File: src/rtl/core/sqpi_pkg.sv
// Package for the shifting character queue with positional insert.
// Holds sizes, operation and status codes, cell commands and payload types.
// No dependencies.
package sqpi_pkg;

   localparam int CAPACITY = 4;
   localparam int CNT_W    = $clog2(CAPACITY + 1);
   localparam int IDX_W    = (CAPACITY > 1) ? $clog2(CAPACITY) : 1;
   localparam int POS_W    = 3;
   localparam int CMP_W    = (CNT_W > POS_W) ? CNT_W : POS_W;

   localparam logic [1:0] OP_ENQUEUE = 2'd0;
   localparam logic [1:0] OP_INSERT  = 2'd1;
   localparam logic [1:0] OP_DEQUEUE = 2'd2;

   localparam logic [1:0] STATUS_OK    = 2'd0;
   localparam logic [1:0] STATUS_FULL  = 2'd1;
   localparam logic [1:0] STATUS_EMPTY = 2'd2;

   typedef enum logic [1:0] {
      CELL_HOLD       = 2'd0,
      CELL_LOAD       = 2'd1,
      CELL_TAKE_LEFT  = 2'd2,
      CELL_TAKE_RIGHT = 2'd3
   } cell_cmd_type;

   typedef struct packed {
      logic [CNT_W-1:0] count_nxt;
      logic [1:0]       status;
      logic             pop;
   } ctrl_stat_type;

   typedef struct packed {
      logic [1:0]       op;
      logic [7:0]       char_in;
      logic [POS_W-1:0] position;
   } req_type;

   typedef struct packed {
      logic [7:0] char_out;
      logic [7:0] head_char;
      logic [2:0] occupancy;
      logic       is_full;
      logic [1:0] status;
   } rsp_type;

endpackage

File: src/rtl/core/shift_queue_with_position_insert.sv
// Shifting character queue with positional insert: a chain of CAPACITY cells
// that appends, inserts at a 1-based position (0 acts as 1, past the tail
// appends) or removes the front character. Each request transaction yields
// one registered response transaction; a new request is taken every
// cycle as long as the response register is free or being drained, since
// every cell loads, shifts or holds in the same cycle and the fill count is
// updated alongside. A full queue drops the character with status 1; a
// dequeue on an empty queue changes nothing and reports status 2.
// Depends on sqpi_pkg, sqpi_ctrl and sqpi_cell.
module shift_queue_with_position_insert
   import sqpi_pkg::*;
(
   input  logic    clock,
   input  logic    reset,
   input  logic    req_valid,
   output logic    req_stall,
   input  req_type req_data,
   output logic    rsp_valid,
   input  logic    rsp_stall,
   output rsp_type rsp_data
);

   logic                        accept;
   cell_cmd_type [CAPACITY-1:0] cmd;
   ctrl_stat_type               stat;
   logic [7:0]                  cell_q   [CAPACITY];
   logic [7:0]                  cell_nxt [CAPACITY];

   logic    rsp_valid_ff;
   logic    rsp_valid_in;
   rsp_type rsp_data_ff;
   rsp_type rsp_data_in;

   assign req_stall = rsp_valid_ff & rsp_stall;
   assign accept    = req_valid & ~req_stall;

   sqpi_ctrl u_ctrl (
      .clock  (clock),
      .reset  (reset),
      .accept (accept),
      .req    (req_data),
      .cmd    (cmd),
      .stat   (stat)
   );

   for (genvar g = 0; g < CAPACITY; g++) begin : g_cell
      logic [7:0] left_char;
      logic [7:0] right_char;

      if (g == 0) begin : g_first
         assign left_char = req_data.char_in;
      end else begin : g_mid
         assign left_char = cell_q[g-1];
      end

      if (g == CAPACITY - 1) begin : g_last
         assign right_char = cell_q[g];
      end else begin : g_inner
         assign right_char = cell_q[g+1];
      end

      sqpi_cell u_cell (
         .clock      (clock),
         .cmd        (cmd[g]),
         .load_char  (req_data.char_in),
         .left_char  (left_char),
         .right_char (right_char),
         .char_q     (cell_q[g]),
         .char_nxt   (cell_nxt[g])
      );
   end

   always_comb begin
      rsp_data_in.char_out  = stat.pop ? cell_q[0] : 8'd0;
      rsp_data_in.head_char = (stat.count_nxt != '0) ? cell_nxt[0] : 8'd0;
      rsp_data_in.occupancy = 3'(stat.count_nxt);
      rsp_data_in.is_full   = (stat.count_nxt == CNT_W'(CAPACITY));
      rsp_data_in.status    = stat.status;
   end

   always_comb begin
      priority if (accept) begin
         rsp_valid_in = 1'b1;
      end else if (!rsp_stall) begin
         rsp_valid_in = 1'b0;
      end else begin
         rsp_valid_in = rsp_valid_ff;
      end
   end

   always_ff @(posedge clock) begin
      if (reset) begin
         rsp_valid_ff <= 1'b0;
      end else begin
         rsp_valid_ff <= rsp_valid_in;
      end
   end

   always_ff @(posedge clock) begin
      if (accept) begin
         rsp_data_ff <= rsp_data_in;
      end
   end

   assign rsp_valid = rsp_valid_ff;
   assign rsp_data  = rsp_data_ff;

endmodule

File: src/rtl/core/sqpi_cell.sv
// One storage cell of the queue chain: holds a character, loads a new one
// or takes the value of its left or right neighbor. Depends on sqpi_pkg.
module sqpi_cell
   import sqpi_pkg::*;
(
   input  logic         clock,
   input  cell_cmd_type cmd,
   input  logic [7:0]   load_char,
   input  logic [7:0]   left_char,
   input  logic [7:0]   right_char,
   output logic [7:0]   char_q,
   output logic [7:0]   char_nxt
);

   logic [7:0] char_ff;
   logic [7:0] char_in;

   always_comb begin
      unique case (cmd)
         CELL_HOLD:       char_in = char_ff;
         CELL_LOAD:       char_in = load_char;
         CELL_TAKE_LEFT:  char_in = left_char;
         CELL_TAKE_RIGHT: char_in = right_char;
         default:         char_in = char_ff;
      endcase
   end

   always_ff @(posedge clock) begin
      char_ff <= char_in;
   end

   assign char_q   = char_ff;
   assign char_nxt = char_in;

endmodule

File: src/rtl/core/sqpi_ctrl.sv
// Queue control: keeps the fill count, decodes each transaction and issues
// a command to every cell of the chain. Depends on sqpi_pkg.
module sqpi_ctrl
   import sqpi_pkg::*;
(
   input  logic                          clock,
   input  logic                          reset,
   input  logic                          accept,
   input  req_type                       req,
   output cell_cmd_type [CAPACITY-1:0]   cmd,
   output ctrl_stat_type                 stat
);

   logic [CNT_W-1:0] count_ff;
   logic [CNT_W-1:0] count_in;
   logic [POS_W-1:0] pos_m1;
   logic [IDX_W-1:0] idx;
   logic             full;
   logic             empty;

   assign full  = (count_ff == CNT_W'(CAPACITY));
   assign empty = (count_ff == '0);
   assign pos_m1 = (req.position == '0) ? '0 : req.position - POS_W'(1);

   always_comb begin
      if (req.op == OP_ENQUEUE) begin
         idx = IDX_W'(count_ff);
      end else if (CMP_W'(pos_m1) > CMP_W'(count_ff)) begin
         // beyond the tail: append
         idx = IDX_W'(count_ff);
      end else begin
         idx = IDX_W'(pos_m1);
      end
   end

   always_comb begin
      stat.status    = STATUS_OK;
      stat.pop       = 1'b0;
      stat.count_nxt = count_ff;
      for (int i = 0; i < CAPACITY; i++) begin
         cmd[i] = CELL_HOLD;
      end
      priority if (req.op == OP_ENQUEUE || req.op == OP_INSERT) begin
         if (full) begin
            stat.status = STATUS_FULL;
         end else begin
            stat.count_nxt = count_ff + CNT_W'(1);
            // load at idx, push everything behind it one place back
            for (int i = 0; i < CAPACITY; i++) begin
               if (IDX_W'(i) == idx) begin
                  cmd[i] = CELL_LOAD;
               end else if (IDX_W'(i) > idx) begin
                  cmd[i] = CELL_TAKE_LEFT;
               end
            end
         end
      end else if (req.op == OP_DEQUEUE) begin
         if (empty) begin
            stat.status = STATUS_EMPTY;
         end else begin
            stat.pop       = 1'b1;
            stat.count_nxt = count_ff - CNT_W'(1);
            for (int i = 0; i < CAPACITY - 1; i++) begin
               cmd[i] = CELL_TAKE_RIGHT;
            end
         end
      end else begin
         stat.status = STATUS_OK;
      end
      // hold the chain unless a transaction is taken
      if (!accept) begin
         for (int i = 0; i < CAPACITY; i++) begin
            cmd[i] = CELL_HOLD;
         end
      end
   end

   assign count_in = accept ? stat.count_nxt : count_ff;

   always_ff @(posedge clock) begin
      if (reset) begin
         count_ff <= '0;
      end else begin
         count_ff <= count_in;
      end
   end

endmodule
File: config.mk
export PLATFORM = sky130hd
export DESIGN_NAME = shift_queue_with_position_insert
export DESIGN_NICKNAME = d
export VERILOG_FILES = /design/src/rtl/core/sqpi_pkg.sv /design/src/rtl/core/shift_queue_with_position_insert.sv /design/src/rtl/core/sqpi_cell.sv /design/src/rtl/core/sqpi_ctrl.sv
export SDC_FILE = /design/constraint.sdc
export NUM_CORES = 1
export LEC_CHECK = 0
export ABC_CLOCK_PERIOD_IN_PS = 3800
export BUFFER_PORTS_ARGS = -buffer_cell sky130_fd_sc_hd__buf_2
export CAP_MARGIN = 20
export CORE_ASPECT_RATIO = 1.1
export CORE_MARGIN = 10
export CORE_UTILIZATION = 45
export DETAILED_ROUTE_END_ITERATION = 8
export GPL_ROUTABILITY_DRIVEN = 0
export PLACE_DENSITY = 0.65
export SYNTH_ARGS = -nofsm -noshare
export SYNTH_HDL_FRONTEND = slang
export SYNTH_SLANG_ARGS = --single-unit
File: constraint.sdc
create_clock -name clock -period 3.8 [get_ports clock]
set_input_delay 0.38 -clock clock [delete_from_list [all_inputs] [get_ports clock]]
set_output_delay 0.38 -clock clock [all_outputs]
set_load 0.01 [all_outputs]
---- Word level (Yosys, flattened, before mapping) ----
Index checks and enable logic that the tools add are counted.
operators by class
  $add $sub $neg .......................... 3
  order comparisons ....................... 5
  equality and inequality tests ........... 20
  muxes and demuxes ....................... 33
  bitwise gates (word level) .............. 3
  reduce and logical (&&, ||, !) cells .... 12
operators with widths
  operator             number
  $pmux 8 s3           3
  $mux 2               13
  $eq 2x2->1 const B   9
  $mux 6               3
  $mux 8               2
  $pmux 8 s2           1
  $logic_not 2->1      6
  $mux 3               4
  $eq 2x1->1 const B   5
  $eq 3x3->1 const B   2
  $logic_not 3->1      2
  $mux 1               6
  $sub 3x1->3 const B  2
  $mux 5               1
  $eq 2x2->1 const A   2
  $gt 1x2->1 const A   2
  $gt 2x2->1 const A   2
  $reduce_or 2->1      2
  $add 3x1->3 const B  1
  $gt 3x3->1           1
  $reduce_bool 3->1    1
  $and 1x1->1          2
  $eq 1x2->1 const A   1
  $ne 2x1->1 const B   1
  other kinds (2)      2
word-level totals
  bits in registers ....................... 58
  input bits .............................. 17
  output and inout port bits .............. 24
  word-level logic and storage cells ...... 87

---- Longest topological paths before layout ----
  depth in word-level cells ............... 14
  mapped depth ............................ 16
  gate-level depth less buffers ........... 15

---- Hierarchy ----
A second synthesis with hierarchy kept.
unflattened totals
  cell total of the unflattened synthesis .. 183
  area total of the unflattened synthesis .. 2,805.2 um^2
by module, submodules not included
  module                            times used  cells an instance  area an instance (um^2)  sequential area each (um^2)
  sqpi_cell                         4           18                 356.6                    160.2
  shift_queue_with_position_insert  1           45                 825.8                    680.7
  sqpi_ctrl                         1           66                 553.0                    60.1

---- Worst setup path after synthesis ----
OpenSTA, ideal clock, no wires.
  path kind ............................... input-to-reg
  start ................................... input port req_data[1] (netlist bit)
  end ..................................... register rsp_data_ff (netlist bit rsp_data[10]), data pin
  setup time .............................. 0.259 ns
  arrival time ............................ 2.968 ns
  required time ........................... 3.541 ns
  path slack .............................. 0.573 ns
  stages on the path ...................... 13
  buffers on the path ..................... 1
  cells stage by stage .................... or2_2 ha_1 ha_1 o211ai_1 or4_1 o211a_2 a31oi_4 inv_2 ha_1 clkbuf_1 a22oi_1 o21ai_0 o31a_1
RTL lines
  element               RTL line                                 source
  from (decl)           shift_queue_with_position_insert.sv:17   input req_type req_data,
  to (signal assigned)  shift_queue_with_position_insert.sv:101  rsp_data_ff <= rsp_data_in;
  to (decl)             shift_queue_with_position_insert.sv:31   rsp_type rsp_data_ff;

==> flow_metrics.env <==
export IMPL_outcome="completed"
export IMPL_multiInputGateArea_um2=1210
export IMPL_min_from="req_valid"
export IMPL_fin_skew_ns=0.007530
export IMPL_reg2reg_from="u_ctrl.count_ff[2]$_SDFFE_PP0P_"
export IMPL_tns_ns=0
export IMPL_die_h_um=104.7
export IMPL_drive_above_1_share_pct=27.78
export IMPL_leakage_nw=1.415
export IMPL_worst_ep_arrival_time_ns=3.41
export IMPL_fin_crit_sh_pct=87.51
export IMPL_vias_per_cell=5.614
export IMPL_min_to="rsp_valid$_SDFFE_PP0P_"
export IMPL_hold_buffers=0
export IMPL_ctsResizeCount=0
export IMPL_clk_pin_slew_ns=0.07
export IMPL_firstDrtPassIters=4
export IMPL_crit_required_ns=3.89
export IMPL_async_flop_share_pct=0
export IMPL_clockBufferDepth=2
export IMPL_die_w_um=97.02
export IMPL_yosysWarnings=0
export IMPL_synth_area_um2=2937
export IMPL_grt_max_degree=31
export IMPL_whs_path_depth=3
export IMPL_seq_area_frac_synth_pct=55.22
export IMPL_cp_start_kind="primary input"
export IMPL_syn_nets=267
export IMPL_postSynthAreaPerCell_um2=12.24
export IMPL_clock_latency_ns=0.33
export IMPL_min_period_ns=3.325
export IMPL_fillCellCount=556
export IMPL_synth_edff_count=46
export IMPL_relSlewSlack_pct=41.14
export IMPL_dp_hpwl_um=4636
export IMPL_cts_buffers=9
export IMPL_ys_types=50
export IMPL_antenna_found_initial=0
export IMPL_timing_fmax_mhz=300.7
export IMPL_overflow=0
export IMPL_grt_setup_unrepaired="false"
export IMPL_finalHoldViolations=0
export IMPL_ant_nets=0
export IMPL_drc=0
export IMPL_dieArea_um2=10160
export IMPL_crit_fanout=10
export IMPL_cts_sinks=58
export IMPL_drt_initial_drc_count=157
export IMPL_fp_coreArea_um2=6269
export IMPL_tightest_slew_ns=0.8829
export IMPL_final_common_cell="edfxtp_1"
export IMPL_io_buffers=40
export IMPL_setup_viol=0
export IMPL_start_util_pct=46.85
export IMPL_slew_viol_final=0
export IMPL_avgRoutedWirePerCell_um=17.70
export IMPL_max_cap_viol_count=0
export IMPL_r2r_worst_path_cells=11
export IMPL_grt_pass1_vias=2144
export IMPL_syn_inst=240
export IMPL_synth_flop_cell="edfxtp_1"
export IMPL_grt_first_pass_wirelength_um=10850
export IMPL_totalWireLength_um=6514
export IMPL_num_io_pins=41
export IMPL_synth_seq_cells=58
export IMPL_finalNonFillerCells=368
export IMPL_area_delta_synth_final_pct=16.28
export IMPL_post_cts_buffers=0
export IMPL_hp_class="primary input to flop"
export IMPL_max_vdd_ir_drop_mv=0.2236
export IMPL_cts_htree_levels=3
export IMPL_num_rows=30
export IMPL_post_place_cells=352
export IMPL_p_per_area_nw_per_um2=480.1
export IMPL_cts_tree="done"
export IMPL_n_antenna_cell=0
export IMPL_final_cell_mix="edfxtp_1 (46), buf_2 (40), nand2_1 (13), nor2_1 (12), dfxtp_1 (12)"
export IMPL_rrSetupSlack_ns=0.59
export IMPL_seqCellArea_um2=1622
export IMPL_design_area_um2=3415
export IMPL_num_vias=2066
export IMPL_critPathKind="primary input to flop"
export IMPL_root_buffer="clkbuf_8"
export IMPL_rr_endpoint="rsp_data[6]$_SDFFCE_PN0P_"
export IMPL_dpl_instance_area_um2=3211
export IMPL_grtUsageTotal_pct=12.77
export IMPL_endpoint_kind="flop"
export IMPL_layout_nets=310
## routing by layer
| metal | vias up | routed length [um] | global-route usage, % |
|---|---|---|---|
| li1 | 1009 | - | - |
| met1 | 995 | 2891 | 15.59 |
| met2 | 56 | 3236 | 21.05 |
| met3 | 6 | 319 | 3.623 |
| met4 | 0 | 66 | 4.325 |
| met5 | - | 0 | 0 |
## per-stage QoR
stage          setup WS, ns  hold WS (ns)  utilization, %  total power, mW
2_1_floorplan        0.5731        0.4524               -           0.9858
3_3_place_gp         0.2168        0.5464           51.22            1.076
3_5_place_dp         0.1363        0.5326           51.22            1.079
4_1_cts              0.4833        0.2667           54.47            1.652
5_1_grt              0.2493        0.2813           54.47            1.720
6_report             0.4745        0.2735           54.47            1.639
## layout make-up
| class | instances | area share [%] |
|---|---|---|
| clock buffers | 11 | 4.434 |
| repair buffers | 44 | 6.742 |
| inverters | 13 | 1.429 |
| well taps | 80 | 2.931 |
| flip-flops and latches | 58 | 47.49 |
| clock inverters | 5 | 1.539 |
| multi-input cells | 157 | 35.43 |
## kinds of logic after synthesis
family,count (synthesis),synth area share (%)
compound gates,72,20.71
fa+ha+maj,10,4.261
simple gates,64,12.27
buf+inv,25,3.579
xor+xnor,3,0.8949
flops,58,55.22
mux,8,3.068
## sequential cells by signal, summed over array words and instances, names as in the netlist
name,cells
g_cell.u_cell.char_q,32
rsp_data,22
rsp_valid,1
u_ctrl.count_ff,3
## worst max-delay path, stage by stage
cell and delay (ns):
buf_2 0.12, or2_2 0.12, inv_1 0.04, ha_1 0.18
nor2_1 0.20, inv_1 0.07, ha_1 0.30, o211ai_1 0.10
or4_1 0.48, o211a_2 0.17, a31oi_4 0.31, inv_2 0.05
ha_1 0.40, a22oi_1 0.22, o21ai_0 0.14, o31a_1 0.14
## cell usage after synthesis (2+ instances only)
library cell | n | share of area [%]
a211oi_1 | 2 | 0.51
a21o_1 | 8 | 2.0
a21oi_1 | 6 | 1.0
a221o_1 | 8 | 2.7
a22o_1 | 8 | 2.4
a22oi_1 | 9 | 2.3
and2_1 | 10 | 2.1
and3_1 | 9 | 1.9
buf_2 | 3 | 0.51
clkbuf_1 | 8 | 1.0
dfxtp_1 | 12 | 8.2
edfxtp_1 | 46 | 47
ha_1 | 10 | 4.3
inv_1 | 11 | 1.4
inv_2 | 2 | 0.26
mux2_2 | 8 | 3.1
nand2_1 | 13 | 1.7
nand2b_1 | 4 | 0.85
nor2_1 | 12 | 1.5
nor2b_1 | 4 | 0.85
o211ai_1 | 2 | 0.51
o21ai_0 | 8 | 1.4
o31a_1 | 8 | 2.4
or4_1 | 2 | 0.51
xnor2_1 | 2 | 0.60
## power by group
part	internal, mW	switching [mW]
Combinational	0.112	0.158
Clock	0.335	0.241
Sequential	0.758	0.0354
## worst max-delay path by stage
| stage | start | endpoint |
|---|---|---|
| 3_5_place_dp | req_data[0] | rsp_data[7]$_SDFFCE_PN0P_ |
| 2_1_floorplan | req_data[1] | rsp_data[10]$_SDFFCE_PN0P_ |
| 5_1_grt | req_data[0] | rsp_data[6]$_SDFFCE_PN0P_ |
| 4_1_cts | req_data[0] | rsp_data[7]$_SDFFCE_PN0P_ |
| 6_report | req_data[0] | rsp_data[6]$_SDFFCE_PN0P_ |
| 3_3_place_gp | req_data[0] | rsp_data[8]$_SDFFCE_PN0P_ |
Power figures use the tool's default switching activity.
